<file path="src/hw/rtl/lkvc_pkg.sv">
package lkvc_pkg;

	localparam int KEY_W        = 32;
	localparam int VAL_W        = 32;
	localparam int CAP_W        = 5;
	localparam int STATUS_W     = 3;
	localparam int MAX_ENTRIES_DEF = 16;

	localparam logic [CAP_W-1:0] CAP_RESET = 5'd16;

	localparam logic OP_GET = 1'b0;
	localparam logic OP_PUT = 1'b1;

	typedef enum logic [STATUS_W-1:0] {
		ST_GET_HIT   = 3'd0,
		ST_GET_MISS  = 3'd1,
		ST_PUT_UPD   = 3'd2,
		ST_PUT_INS   = 3'd3,
		ST_PUT_EVICT = 3'd4
	} status_t;

	typedef enum logic [1:0] {
		S_IDLE,
		S_CMP,
		S_UPD
	} state_t;

	// Broadcast from the controller to every cell of the chain.
	typedef struct packed {
		logic clear;
		logic cmp_en;
		logic commit;
		logic touch;
		logic insert;
	} cell_ctrl_t;

endpackage

</file>
<file path="src/hw/rtl/lkvc_cell.sv">
module lkvc_cell #(
	parameter int IDX   = 0,
	parameter int IDX_W = 4,
	parameter int OCC_W = 5
) (
	input  logic                      clk,
	input  logic                      arst_n,
	input  lkvc_pkg::cell_ctrl_t      ctrl,
	input  logic [IDX_W-1:0]          hit_pos,
	input  logic [OCC_W-1:0]          occ_lim,
	input  logic [lkvc_pkg::KEY_W-1:0] req_key,
	input  logic                      left_valid,
	input  logic [lkvc_pkg::KEY_W-1:0] left_key,
	input  logic [lkvc_pkg::VAL_W-1:0] left_value,
	output logic                      valid,
	output logic [lkvc_pkg::KEY_W-1:0] key,
	output logic [lkvc_pkg::VAL_W-1:0] value,
	output logic                      hit
);
	import lkvc_pkg::*;

	logic             valid_q;
	logic [KEY_W-1:0] key_q;
	logic [VAL_W-1:0] value_q;
	logic             hit_q;
	logic             shift;

	// Cells up to the touched one move one place down the chain; an insert moves all.
	assign shift = ctrl.commit &&
		(ctrl.insert || (ctrl.touch && (IDX_W'(IDX) <= hit_pos)));

	always_ff @(posedge clk or negedge arst_n) begin
		if (!arst_n) begin
			valid_q <= 1'b0;
			hit_q   <= 1'b0;
		end else begin
			if (ctrl.clear) begin
				valid_q <= 1'b0;
			end else if (shift) begin
				// drop whatever falls past the new occupancy
				valid_q <= left_valid && (OCC_W'(IDX) < occ_lim);
			end
			if (ctrl.cmp_en) begin
				hit_q <= valid_q && (key_q == req_key);
			end
		end
	end

	always_ff @(posedge clk) begin
		if (shift) begin
			key_q   <= left_key;
			value_q <= left_value;
		end
	end

	assign valid = valid_q;
	assign key   = key_q;
	assign value = value_q;
	assign hit   = hit_q;

endmodule

</file>
<file path="src/hw/rtl/lru_key_value_cache.sv">
// Channel  | Handshake             | Payload
// ---------+-----------------------+-----------------------------------
// in       | in_valid / in_stall   | operation, key, value
// out      | out_valid / out_stall | status, read_value, evicted_key
// cfg      | cfg_valid / cfg_ready | capacity
//
// Entries sit in a chain of cells ordered by recency, most recent first.
// A request passes a compare state, where every cell is checked against the key,
// and an update state, which shifts the chain and loads the result register. The
// next request is taken in the update state, so it can overlap the commit.
// A stalled result holds the update state. Reset empties the chain and sets
// capacity to 16; a capacity write empties the chain too.
module lru_key_value_cache #(
	parameter int MAX_ENTRIES = lkvc_pkg::MAX_ENTRIES_DEF
) (
	input  logic                              clk,
	input  logic                              arst_n,
	input  logic                              in_valid,
	output logic                              in_stall,
	input  logic                              operation,
	input  logic signed [lkvc_pkg::KEY_W-1:0] key,
	input  logic signed [lkvc_pkg::VAL_W-1:0] value,
	output logic                              out_valid,
	input  logic                              out_stall,
	output logic [lkvc_pkg::STATUS_W-1:0]     status,
	output logic signed [lkvc_pkg::VAL_W-1:0] read_value,
	output logic signed [lkvc_pkg::KEY_W-1:0] evicted_key,
	input  logic                              cfg_valid,
	output logic                              cfg_ready,
	input  logic [lkvc_pkg::CAP_W-1:0]        capacity
);
	import lkvc_pkg::*;

	localparam int IDX_W = (MAX_ENTRIES > 1) ? $clog2(MAX_ENTRIES) : 1;
	localparam int OCC_W = $clog2(MAX_ENTRIES + 1);

	state_t           state_q, state_d;
	logic [CAP_W-1:0] cap_q;
	logic [OCC_W-1:0] occ_q, occ_new, eff_cap;

	logic             req_op_q;
	logic [KEY_W-1:0] req_key_q;
	logic [VAL_W-1:0] req_value_q;

	logic             out_valid_q;
	status_t          status_q, status_d;
	logic [VAL_W-1:0] read_value_q, rd_d;
	logic [KEY_W-1:0] evicted_key_q, ev_d;

	logic             in_acc, cfg_acc, out_free, commit;
	logic             hit_any, evict;
	logic [IDX_W-1:0] hit_pos;
	logic [VAL_W-1:0] hit_value, head_value;
	logic [KEY_W-1:0] last_key;
	cell_ctrl_t       ctrl;

	logic             cell_valid [MAX_ENTRIES];
	logic [KEY_W-1:0] cell_key   [MAX_ENTRIES];
	logic [VAL_W-1:0] cell_value [MAX_ENTRIES];
	logic [MAX_ENTRIES-1:0] cell_hit;

	assign out_free  = !out_valid_q || !out_stall;
	assign in_stall  = !((state_q == S_IDLE) || ((state_q == S_UPD) && out_free));
	assign in_acc    = in_valid && !in_stall;
	assign cfg_ready = (state_q == S_IDLE);
	assign cfg_acc   = cfg_valid && cfg_ready;

	always_comb begin
		if (cap_q == '0) begin
			eff_cap = OCC_W'(1);
		end else if (32'(cap_q) > 32'(MAX_ENTRIES)) begin
			eff_cap = OCC_W'(MAX_ENTRIES);
		end else begin
			eff_cap = OCC_W'(cap_q);
		end
	end

	// Hit vector is one-hot or empty, so plain OR reductions select.
	always_comb begin
		hit_pos   = '0;
		hit_value = '0;
		last_key  = '0;
		for (int i = 0; i < MAX_ENTRIES; i++) begin
			if (cell_hit[i]) begin
				hit_pos   = hit_pos | IDX_W'(i);
				hit_value = hit_value | cell_value[i];
			end
			if (OCC_W'(i + 1) == occ_q) begin
				last_key = last_key | cell_key[i];
			end
		end
	end

	assign hit_any    = |cell_hit;
	assign evict      = (req_op_q == OP_PUT) && !hit_any && (occ_q >= eff_cap)
		&& (occ_q != '0);
	assign head_value = (req_op_q == OP_PUT) ? req_value_q : hit_value;

	always_comb begin
		rd_d    = '0;
		ev_d    = '0;
		occ_new = occ_q;
		if (req_op_q == OP_GET) begin
			if (hit_any) begin
				status_d = ST_GET_HIT;
				rd_d     = hit_value;
			end else begin
				status_d = ST_GET_MISS;
			end
		end else if (hit_any) begin
			status_d = ST_PUT_UPD;
		end else if (evict) begin
			status_d = ST_PUT_EVICT;
			ev_d     = last_key;
		end else begin
			status_d = ST_PUT_INS;
			occ_new  = occ_q + OCC_W'(1);
		end
	end

	always_comb begin
		state_d = state_q;
		commit  = 1'b0;
		case (state_q)
			S_IDLE: begin
				if (in_acc) begin
					state_d = S_CMP;
				end
			end
			S_CMP: begin
				state_d = S_UPD;
			end
			S_UPD: begin
				if (out_free) begin
					commit  = 1'b1;
					state_d = in_acc ? S_CMP : S_IDLE;
				end
			end
			default: begin
				state_d = S_IDLE;
			end
		endcase
	end

	assign ctrl.clear  = cfg_acc;
	assign ctrl.cmp_en = (state_q == S_CMP);
	assign ctrl.commit = commit;
	assign ctrl.touch  = hit_any;
	assign ctrl.insert = (req_op_q == OP_PUT) && !hit_any;

	always_ff @(posedge clk or negedge arst_n) begin
		if (!arst_n) begin
			state_q     <= S_IDLE;
			cap_q       <= CAP_RESET;
			occ_q       <= '0;
			out_valid_q <= 1'b0;
		end else begin
			state_q <= state_d;
			if (cfg_acc) begin
				cap_q <= capacity;
				occ_q <= '0;
			end else if (commit) begin
				occ_q <= occ_new;
			end
			if (commit) begin
				out_valid_q <= 1'b1;
			end else if (!out_stall) begin
				out_valid_q <= 1'b0;
			end
		end
	end

	always_ff @(posedge clk) begin
		if (in_acc) begin
			req_op_q    <= operation;
			req_key_q   <= key;
			req_value_q <= value;
		end
		if (commit) begin
			status_q      <= status_d;
			read_value_q  <= rd_d;
			evicted_key_q <= ev_d;
		end
	end

	for (genvar g = 0; g < MAX_ENTRIES; g++) begin : g_cell
		logic             lv;
		logic [KEY_W-1:0] lk;
		logic [VAL_W-1:0] lval;

		if (g == 0) begin : g_head
			// new or touched entry enters at the head
			assign lv   = 1'b1;
			assign lk   = req_key_q;
			assign lval = head_value;
		end else begin : g_link
			assign lv   = cell_valid[g-1];
			assign lk   = cell_key[g-1];
			assign lval = cell_value[g-1];
		end

		lkvc_cell #(
			.IDX   (g),
			.IDX_W (IDX_W),
			.OCC_W (OCC_W)
		) u_cell (
			.clk        (clk),
			.arst_n     (arst_n),
			.ctrl       (ctrl),
			.hit_pos    (hit_pos),
			.occ_lim    (occ_new),
			.req_key    (req_key_q),
			.left_valid (lv),
			.left_key   (lk),
			.left_value (lval),
			.valid      (cell_valid[g]),
			.key        (cell_key[g]),
			.value      (cell_value[g]),
			.hit        (cell_hit[g])
		);
	end

	assign out_valid   = out_valid_q;
	assign status      = status_q;
	assign read_value  = read_value_q;
	assign evicted_key = evicted_key_q;

endmodule

</file>
<file path="config.mk">
export PLATFORM = sky130hd
export DESIGN_NAME = lru_key_value_cache
export DESIGN_NICKNAME = d
export VERILOG_FILES = /design/src/hw/rtl/lkvc_pkg.sv /design/src/hw/rtl/lkvc_cell.sv /design/src/hw/rtl/lru_key_value_cache.sv
export SDC_FILE = /design/constraint.sdc
export NUM_CORES = 1
export LEC_CHECK = 0
export BUFFER_PORTS_ARGS = -buffer_cell sky130_fd_sc_hd__buf_4
export CAP_MARGIN = 20
export CELL_PAD_IN_SITES_DETAIL_PLACEMENT = 1
export CELL_PAD_IN_SITES_GLOBAL_PLACEMENT = 2
export CORE_MARGIN = 2
export CORE_UTILIZATION = 30
export CTS_CLUSTER_SIZE = 14
export DETAILED_ROUTE_END_ITERATION = 8
export GPL_ROUTABILITY_DRIVEN = 0
export PLACE_DENSITY_LB_ADDON = 0.15
export SLEW_MARGIN = 20
export SYNTH_ARGS = -nofsm -noshare
export SYNTH_HDL_FRONTEND = slang
export SYNTH_SLANG_ARGS = --single-unit
</file>
<file path="constraint.sdc">
create_clock -name clk -period 23.3 [get_ports clk]
set_clock_uncertainty 0.1 [all_clocks]
set_input_delay 3.495 -clock clk [delete_from_list [all_inputs] [get_ports clk]]
set_output_delay 3.495 -clock clk [all_outputs]
set_load 0.01 [all_outputs]
</file>
== Word level (Yosys, flattened, before mapping) ==
Cells that the tools add are included.
Storage, ports and cells
  output and inout bits: 70
  bits in read-only memories: 0
  latch bits: 0
  memories: 0
  flip-flop bits (word level): 1201
  RAM bits: 0
Operators by class
  magnitude comparators: 34
  bitwise gates (word level): 33
  shifts and indexed selects: 0
  divide/modulo/power cells: 0
  equal/unequal tests: 37
  multiplexer cells: 99
  multiply operators: 0
  reductions and logical operators: 115
  $add $sub $neg: 1
Operators by type and width (number)
  2-to-1 mux 32 bit: 33
  OR 32 bit: 30
  equality test 32 bit: 16
  logical AND 1 bit: 69
  equality test 4 x 5 -> 1 bit, first input constant: 8
  < comparator 4 x 5 -> 1 bit, first input constant: 8
  2-to-1 mux 1 bit: 39
  2-to-1 mux 5 bit: 7
  nonzero test 2 bit: 17
  <= comparator 4 bit, first input constant: 8
  2-to-1 mux 4 bit: 8
  2-to-1 mux 3 bit: 7
  equality test 3 x 5 -> 1 bit, first input constant: 4
  < comparator 3 x 5 -> 1 bit, first input constant: 4
  logical OR 1 bit: 18
  OR reduction 18 bit: 1
  <= comparator 3 x 4 -> 1 bit, first input constant: 4
  OR reduction 16 bit: 1
  equality test 2 x 5 -> 1 bit, first input constant: 2
  < comparator 1 x 5 -> 1 bit, first input constant: 2
  < comparator 2 x 5 -> 1 bit, first input constant: 2
  <= comparator 1 x 4 -> 1 bit, first input constant: 2
  <= comparator 2 x 4 -> 1 bit, first input constant: 2
  2-to-1 mux 2 bit: 4
  17 further kinds: 23

== Logic depth before layout (Yosys ltp) ==
Gate-level depths: netlist of the first run.
  word-level depth: 32
  gate-level depth with buffers: 12

== By module ==
From an unflattened synthesis of the first run, not the netlist that was laid out.
Unflattened totals
  cell total of the unflattened synthesis: 3162
  area total of the unflattened synthesis: 49916.6 um^2
Modules (own cells, without submodules)
  lru_key_value_cache: area each 11831.3 um^2, cells each 1284, sequential area each 4290.4 um^2, times used 1
  lkvc_cell (g_cell[12].u_cell ...): area each 2381.0 um^2, cells each 117, sequential area each 1971.9 um^2, times used 4
  lkvc_cell (g_cell[10].u_cell ...): area each 2383.5 um^2, cells each 119, sequential area each 1971.9 um^2, times used 2
  lkvc_cell (g_cell[4].u_cell ...): area each 2379.8 um^2, cells each 117, sequential area each 1971.9 um^2, times used 2
  lkvc_cell (g_cell[5].u_cell): area each 2387.3 um^2, cells each 118, sequential area each 1971.9 um^2, times used 1
  lkvc_cell (g_cell[11].u_cell): area each 2382.3 um^2, cells each 119, sequential area each 1971.9 um^2, times used 1
  lkvc_cell (g_cell[13].u_cell): area each 2382.3 um^2, cells each 117, sequential area each 1971.9 um^2, times used 1
  lkvc_cell (g_cell[6].u_cell): area each 2382.3 um^2, cells each 118, sequential area each 1971.9 um^2, times used 1
  lkvc_cell (g_cell[1].u_cell): area each 2381.0 um^2, cells each 116, sequential area each 1971.9 um^2, times used 1
  lkvc_cell (g_cell[7].u_cell): area each 2376.0 um^2, cells each 117, sequential area each 1971.9 um^2, times used 1
  lkvc_cell (g_cell[15].u_cell): area each 2372.3 um^2, cells each 117, sequential area each 1971.9 um^2, times used 1
  lkvc_cell (g_cell[0].u_cell): area each 2371.0 um^2, cells each 116, sequential area each 1971.9 um^2, times used 1

== Worst setup path after synthesis of the first run ==
Ideal clock, no wire load.
  path type: input-to-reg
  start: input port out_stall
  end: register g_cell[7].u_cell.valid_q
  arrival: 12102 ps
  buffers on the path: 0
  setup time: 134 ps
  setup slack: 10964 ps
  cell stages on the path: 8
  cells stage by stage: nand2_1 > nand2_1 > clkinv_1 > o21ai_4 > a31oi_1 > a21boi_1 > nand2b_1 > a21oi_2
On the way
  cells in the longest elaborated chain, start to end: 6
Ends and longest elaborated chain
  start, declared: line lru_key_value_cache.sv:24  | input logic out_stall,
  logical NOT 1 bit
  logical OR 1 bit: line lru_key_value_cache.sv:62  | assign out_free = !out_valid_q || !out_stall;
  2-to-1 mux 1 bit: line lru_key_value_cache.sv:134  | if (out_free) begin
  2-to-1 mux 1 bit: line lru_key_value_cache.sv:124  | case (state_q)
  named net commit: line lru_key_value_cache.sv:50  | logic in_acc, cfg_acc, out_free, commit;
  logical AND 1 bit: line lkvc_cell.sv:29  | assign shift = ctrl.commit &&
  named net g_cell[7].u_cell.shift: line lkvc_cell.sv:26  | logic shift;
  nonzero test 2 bit (no source line)
  end signal, assigned: line lkvc_cell.sv:41  | valid_q <= left_valid && (OCC_W'(IDX) < occ_lim);
  end, declared: line lkvc_cell.sv:22  | logic valid_q;
The timed path passes the listed nets, and every way through them passes these cells.
A chain may end at the register's enable or synchronous reset.

== Final worst setup path of the first run ==
  start: input port out_stall
  end: output port in_stall
On the way
  cells in the longest elaborated chain, start to end: 5
Ends and longest elaborated chain
  logical NOT 1 bit
  logical OR 1 bit: line lru_key_value_cache.sv:62
  logical AND 1 bit: line lru_key_value_cache.sv:63  | assign in_stall = !((state_q == S_IDLE) || ((state_q == S_UPD) && out_free));
  logical OR 1 bit: line lru_key_value_cache.sv:63
  logical NOT 1 bit: line lru_key_value_cache.sv:63
  end, declared: line lru_key_value_cache.sv:19  | output logic in_stall,
Every way passes these cells.

==> results of run 1 <==
sequential cells by signal, summed over array words and instances, names as in the netlist, 16 cells and up:
register and cells:
evicted_key 32, read_value 32, g_cell.lk 32, req_value_q 32, g_cell.u_cell.valid 16, g_cell.u_cell.key 512, g_cell.u_cell.hit 16, g_cell.u_cell.value 512
area by class of cell:
cell class	instances	area, sq um	area share
diodes	1	2.50	0.0000434
clock buffers	180	3720	0.0645
clock inverters	74	734	0.0127
inverters	42	173	0.00299
multi-input cells	1645	12700	0.220
flip-flops and latches	1201	35900	0.622
well taps	2175	2720	0.0472
repair buffers	238	1790	0.0310
worst min path at each step:
stage	endpoint	slack [ns]	cells past startpoint
finish	g_cell[11].u_cell.value[0]	0.34	0
global route	g_cell[2].u_cell.value[25]	0.35	0
CTS	g_cell[9].u_cell.value[9]	0.34	0
detailed placement	g_cell[6].u_cell.value[3]	0.33	0
global placement	g_cell[15].u_cell.value[7]	0.33	0
floorplan	g_cell[0].u_cell.key[0]	0.32	0
routing by layer:
layer	vias up	global-route usage	routed length [um]
li1	12600	-	-
met2	1579	0.395	98700
met5	-	0	73
met3	337	0.0424	14300
met4	10	0.102	9790
met1	16900	0.335	88000
power groups by stage:
stage               registers [W]  clock network [W]  logic (W)
global placement          0.00309                  0    0.00125
CTS                       0.00306            0.00225    0.00125
global route              0.00309            0.00233    0.00128
detailed placement        0.00309                  0    0.00125
floorplan                 0.00302                  0   0.000560
finish                    0.00305            0.00221    0.00125
cell families (layout without fill, tap and decap cells):
family | after synthesis | in the layout | share of synthesized area
AO/OA/AOI/OAI | 590 | 590 | 0.0958
adder cells (fa/ha/maj) | 10 | 10 | 0.00254
AND/OR/NAND/NOR | 496 | 496 | 0.0561
multiplexers | 37 | 37 | 0.00786
XOR/XNOR | 512 | 512 | 0.0909
flip-flops | 1201 | 1201 | 0.727
other | 0 | 1 | 0
buffers and inverters | 254 | 534 | 0.0202
synth_stat cells (3+ instances only):
| master | count |
|---|---|
| edfxtp_1 | 1156 |
| xor2_1 | 368 |
| a22oi_1 | 328 |
| clkbuf_1 | 160 |
| xnor2_1 | 144 |
| nand4_1 | 118 |
| nor4_1 | 100 |
| nand3_1 | 87 |
| nor2_1 | 80 |
| a222oi_1 | 64 |
| a22o_1 | 63 |
| a221oi_1 | 44 |
| dfrtp_1 | 44 |
| nand2_1 | 44 |
| buf_1 | 39 |
| inv_1 | 39 |
| mux2i_1 | 34 |
| o21a_1 | 32 |
| nor3_1 | 19 |
| and2_1 | 12 |
| a21oi_1 | 11 |
| ha_1 | 10 |
| and3_1 | 9 |
| nor2b_1 | 8 |
| o21ai_0 | 8 |
| a31oi_1 | 7 |
| buf_2 | 7 |
| o21ai_1 | 6 |
| nand2b_1 | 5 |
| nor4_4 | 4 |
| o22ai_1 | 4 |
| a21oi_2 | 3 |
| buf_4 | 3 |
| buf_6 | 3 |
| o31ai_1 | 3 |
per-stage QoR:
step	total power (W)	setup WS, ns	instances
floorplan	0.00358	10.96	3100
global placement	0.00434	14.82	5301
detailed placement	0.00434	14.73	5301
CTS	0.00656	15.13	5555
global route	0.00670	15.09	5555
finish	0.00651	15.16	5556
==> out/metrics.yaml, run 1 <==
status: "finished clean"
finalHoldViolations: 0
crit_fanout: 6
path_class: "input port to output pin"
yosysWarnings: 0
dieArea_sq_um: 168000
port_buffers: 144
synth_cell_type_count: 64
htreeDepth: 4
synth_top_cell_by_area: "edfxtp_1"
cts_buffers: 141
drive_above_1_share: 0.149
place_hpwl_um: 134000
initial_utilization: 0.303
synth.area.top_cells: "edfxtp_1, xor2_1, a22oi_1"
post-route-util: 0.354
start_kind: "input port"
cts_tree: "built"
p_switching_w: 0.00215
clk_pin_slew_ns: 0.06
drt-total-wl_um: 211000
syn-instance-count: 3100
yosysTopAreaCellShare: 0.704
critPathBufInv: 3
cp_cell_sequence: "buf_4, nand2_1, nand2_1, inv_4, nor2_1, buf_4"
core_area_sq_um: 163000
wl_per_cell_um: 38.0
vias: 31500
grt_pass1_vias: 32000
min_from: "g_cell[10].u_cell.value[0]"
power_frac_comb: 0.192
clock_power_share: 0.339
syn_avg_cell_area_sq_um: 15.9
irDropWorstVdd_uv: 75.5
ff2ff_setup_slack_ns: 17.68
drt-vias-per-instance: 5.66
grt.overflow.total: 0
final_cell_mix: "edfxtp_1, xor2_1, a22oi_1"
antenna_found_initial: 7
r2r-start: "g_cell[3].u_cell.hit"
drt_first_pass_iters: 8
rr_worst_depth: 13
max-cap-violations: 0
layout_commonest_cell: "edfxtp_1"
setup_violations: 0
required_ns: 19.70
num_rows: 148
ys_async_sr_fraction: 0.0375
slowest_delay_ns: 0.34
cts_hold_buffers: 0
nets: 3354
rr_endpoint: "g_cell[15].u_cell.valid"
min_period_over_period: 0.350
fp.dieW_um: 409
slew_viol_final: 0
hp-class: "flip-flop to flip-flop"
relSlewSlack: 0.206
clockBufferDepth: 3
drtIter0Drc: 3946
crit_arrival_ns: 4.55
p_int_w: 0.00436
root_buffer: "clkbuf_16"
synth-seq-cells: 1201
cp.depth: 6
postCtsSetupBuffers: 0
areaGrowthSynthToFinish_pct: 16.9
antenna_left: 0
synth_seq_area_share: 0.727
slowest_stage: "nand2_1"
power_density_nw_per_um2: 113
hold_ws_ns: 0.343
cellLeakagePower_nw: 18.9
setup.worst_path.end_class: "output pin"
syn_nets: 3185
tightestPinTransition_ns: 1.18
die_h_um: 409
timing.fmax_mhz: 123
yosys_most_used_dff: "edfxtp_1"
drc: 0
cts.sinks: 1201
p_seq_frac: 0.469
grt_start_max_net_pins: 65
placed_cell_area_sq_um: 53200
cp_top_family: "simple AND/OR/NAND/NOR gates"
ios: 145
synth_edf_count: 1156
ctsResizeCount: 0
syn_area_sq_um: 49300
sw_frac_of_total: 0.330
grt_pass1_wl_um: 288000
setup_tns_ns: 0
grt_setup_unrepaired: "false"
endpoint: "in_stall"
nFillCells: 16600
period_needed_ns: 8.14
clock_latency_ns: 0.78
critPathLaunch: "out_stall"
stdcell_area_sq_um: 57700
track_usage: 0.248
(Power assumes the default switching activity.)
==> run 2, diff against run 1 <==
- clock period: 23.3 -> 8.1 ns (I/O delays scaled with it)
==> out/metrics.yaml, run 2 (synthesis results as in run 1) <==
critPathBufInv: 7
fp.dieW_um: 409
max-cap-violations: 0
irDropWorstVdd_uv: 230
tightestPinTransition_ns: 1.17
antenna_found_initial: 2
cts_tree: "built"
drc: 0
drt-total-wl_um: 213000
power_density_nw_per_um2: 324
crit_fanout: 39
grt_pass1_wl_um: 290000
hp-class: "input port to async pin"
root_buffer: "clkbuf_16"
required_ns: 8.43
status: "finished clean"
wl_per_cell_um: 38.2
setup_tns_ns: 0
htreeDepth: 4
setup_violations: 0
crit_arrival_ns: 5.32
hold_ws_ns: 0.326
slowest_stage: "buf_4"
drive_above_1_share: 0.150
fin_cells: 5570
drt-vias-per-instance: 5.67
dieArea_sq_um: 168000
drtIter0Drc: 4266
min_period_over_period: 0.615
track_usage: 0.250
drt_first_pass_iters: 9
slew_viol_final: 0
cts_hold_buffers: 0
final_cell_mix: "edfxtp_1, xor2_1, a22oi_1"
core_area_sq_um: 163000
postCtsSetupBuffers: 0
cp_top_family: "buffers and inverters"
ctsResizeCount: 0
period_needed_ns: 4.98
initial_utilization: 0.303
num_rows: 148
nets: 3362
layout_commonest_cell: "edfxtp_1"
cts.sinks: 1201
clk_pin_slew_ns: 0.06
vias: 31600
grt_setup_unrepaired: "false"
power.total_w: 0.0187
port_buffers: 144
start_kind: "input port"
clockBufferDepth: 3
timing.fmax_mhz: 201
slowest_delay_ns: 0.56
placed_cell_area_sq_um: 53300
cp_cell_sequence: "buf_4, nand2_1, nand2_1, inv_4, o21ai_4, inv_4, o21ai_4, inv_4, buf_4, o21ai_1, inv_4, buf_12"
cellLeakagePower_nw: 19.0
ios: 145
areaGrowthSynthToFinish_pct: 17.1
antenna_left: 0
crit_top_cell: "inv_4"
cts_buffers: 140
die_h_um: 409
place_hpwl_um: 135000
dp.cells: 5310
nFillCells: 16600
grt_start_max_net_pins: 54
path_class: "input port to flip-flop"
grt_pass1_vias: 32600
grt.overflow.total: 0
setup.worst_path.end_class: "flip-flop"
finalHoldViolations: 0
relSlewSlack: 0.214
clock_latency_ns: 0.80
stdcell_area_sq_um: 57800
==> run 2: final timing paths <==
kind / startpoint / slack, ns / end / cells after the start
worst max-delay path: out_stall / 3.12 / g_cell[6].u_cell.key[21] / 12
worst min-delay path: arst_n / 0.33 / state_q[1] / 1
worst max register to register: state_q[1] / 3.21 / g_cell[6].u_cell.key[21] / 11
worst min register to register: g_cell[4].u_cell.value[29] / 0.34 / g_cell[5].u_cell.value[29] / 0
max in group asynchronous: arst_n / 7.05 / g_cell[6].u_cell.hit / 1
min in group clk: g_cell[4].u_cell.value[29] / 0.34 / g_cell[5].u_cell.value[29] / 0
==> run 2: power breakdown <==
part	internal (W)	switching (W)	total [W]	leakage (nW)
clock	0.00350	0.00282	0.00632	2.16
sequential	0.00810	0.000693	0.00880	11.1
combinational	0.000843	0.00278	0.00362	5.65
total	0.0124	0.00629	0.0187	19.0
==> run 2: area by class of cell <==
cell class	instances	area [sq um]	share of cell area
Antenna cell	2	5.00	0.0000866
Clock buffer	169	3630	0.0629
Clock inverter	89	806	0.0139
Inverter	42	170	0.00295
Multi-Input combinational cell	1645	12700	0.219
Sequential cell	1201	35900	0.621
Tap cell	2175	2720	0.0471
Timing Repair Buffer	247	1900	0.0330
==> run 2: through the flow <==
step / setup slack, ns / util
floorplan: 0.0836 / -
global placement: 2.24 / 0.327
detailed placement: 2.19 / 0.327
CTS: 3.00 / 0.354
global route: 2.88 / 0.354
finish: 3.12 / 0.354
==> run 2: metal layers <==
layer | vias up | track usage | share of wire | wire length, um
li1 | 12700 | - | - | -
met1 | 16800 | 0.328 | 0.40 | 85700
met2 | 1748 | 0.404 | 0.47 | 101000
met3 | 368 | 0.0449 | 0.073 | 15500
met4 | 2 | 0.112 | 0.050 | 10700
met5 | - | 0 | 0.000061 | 13
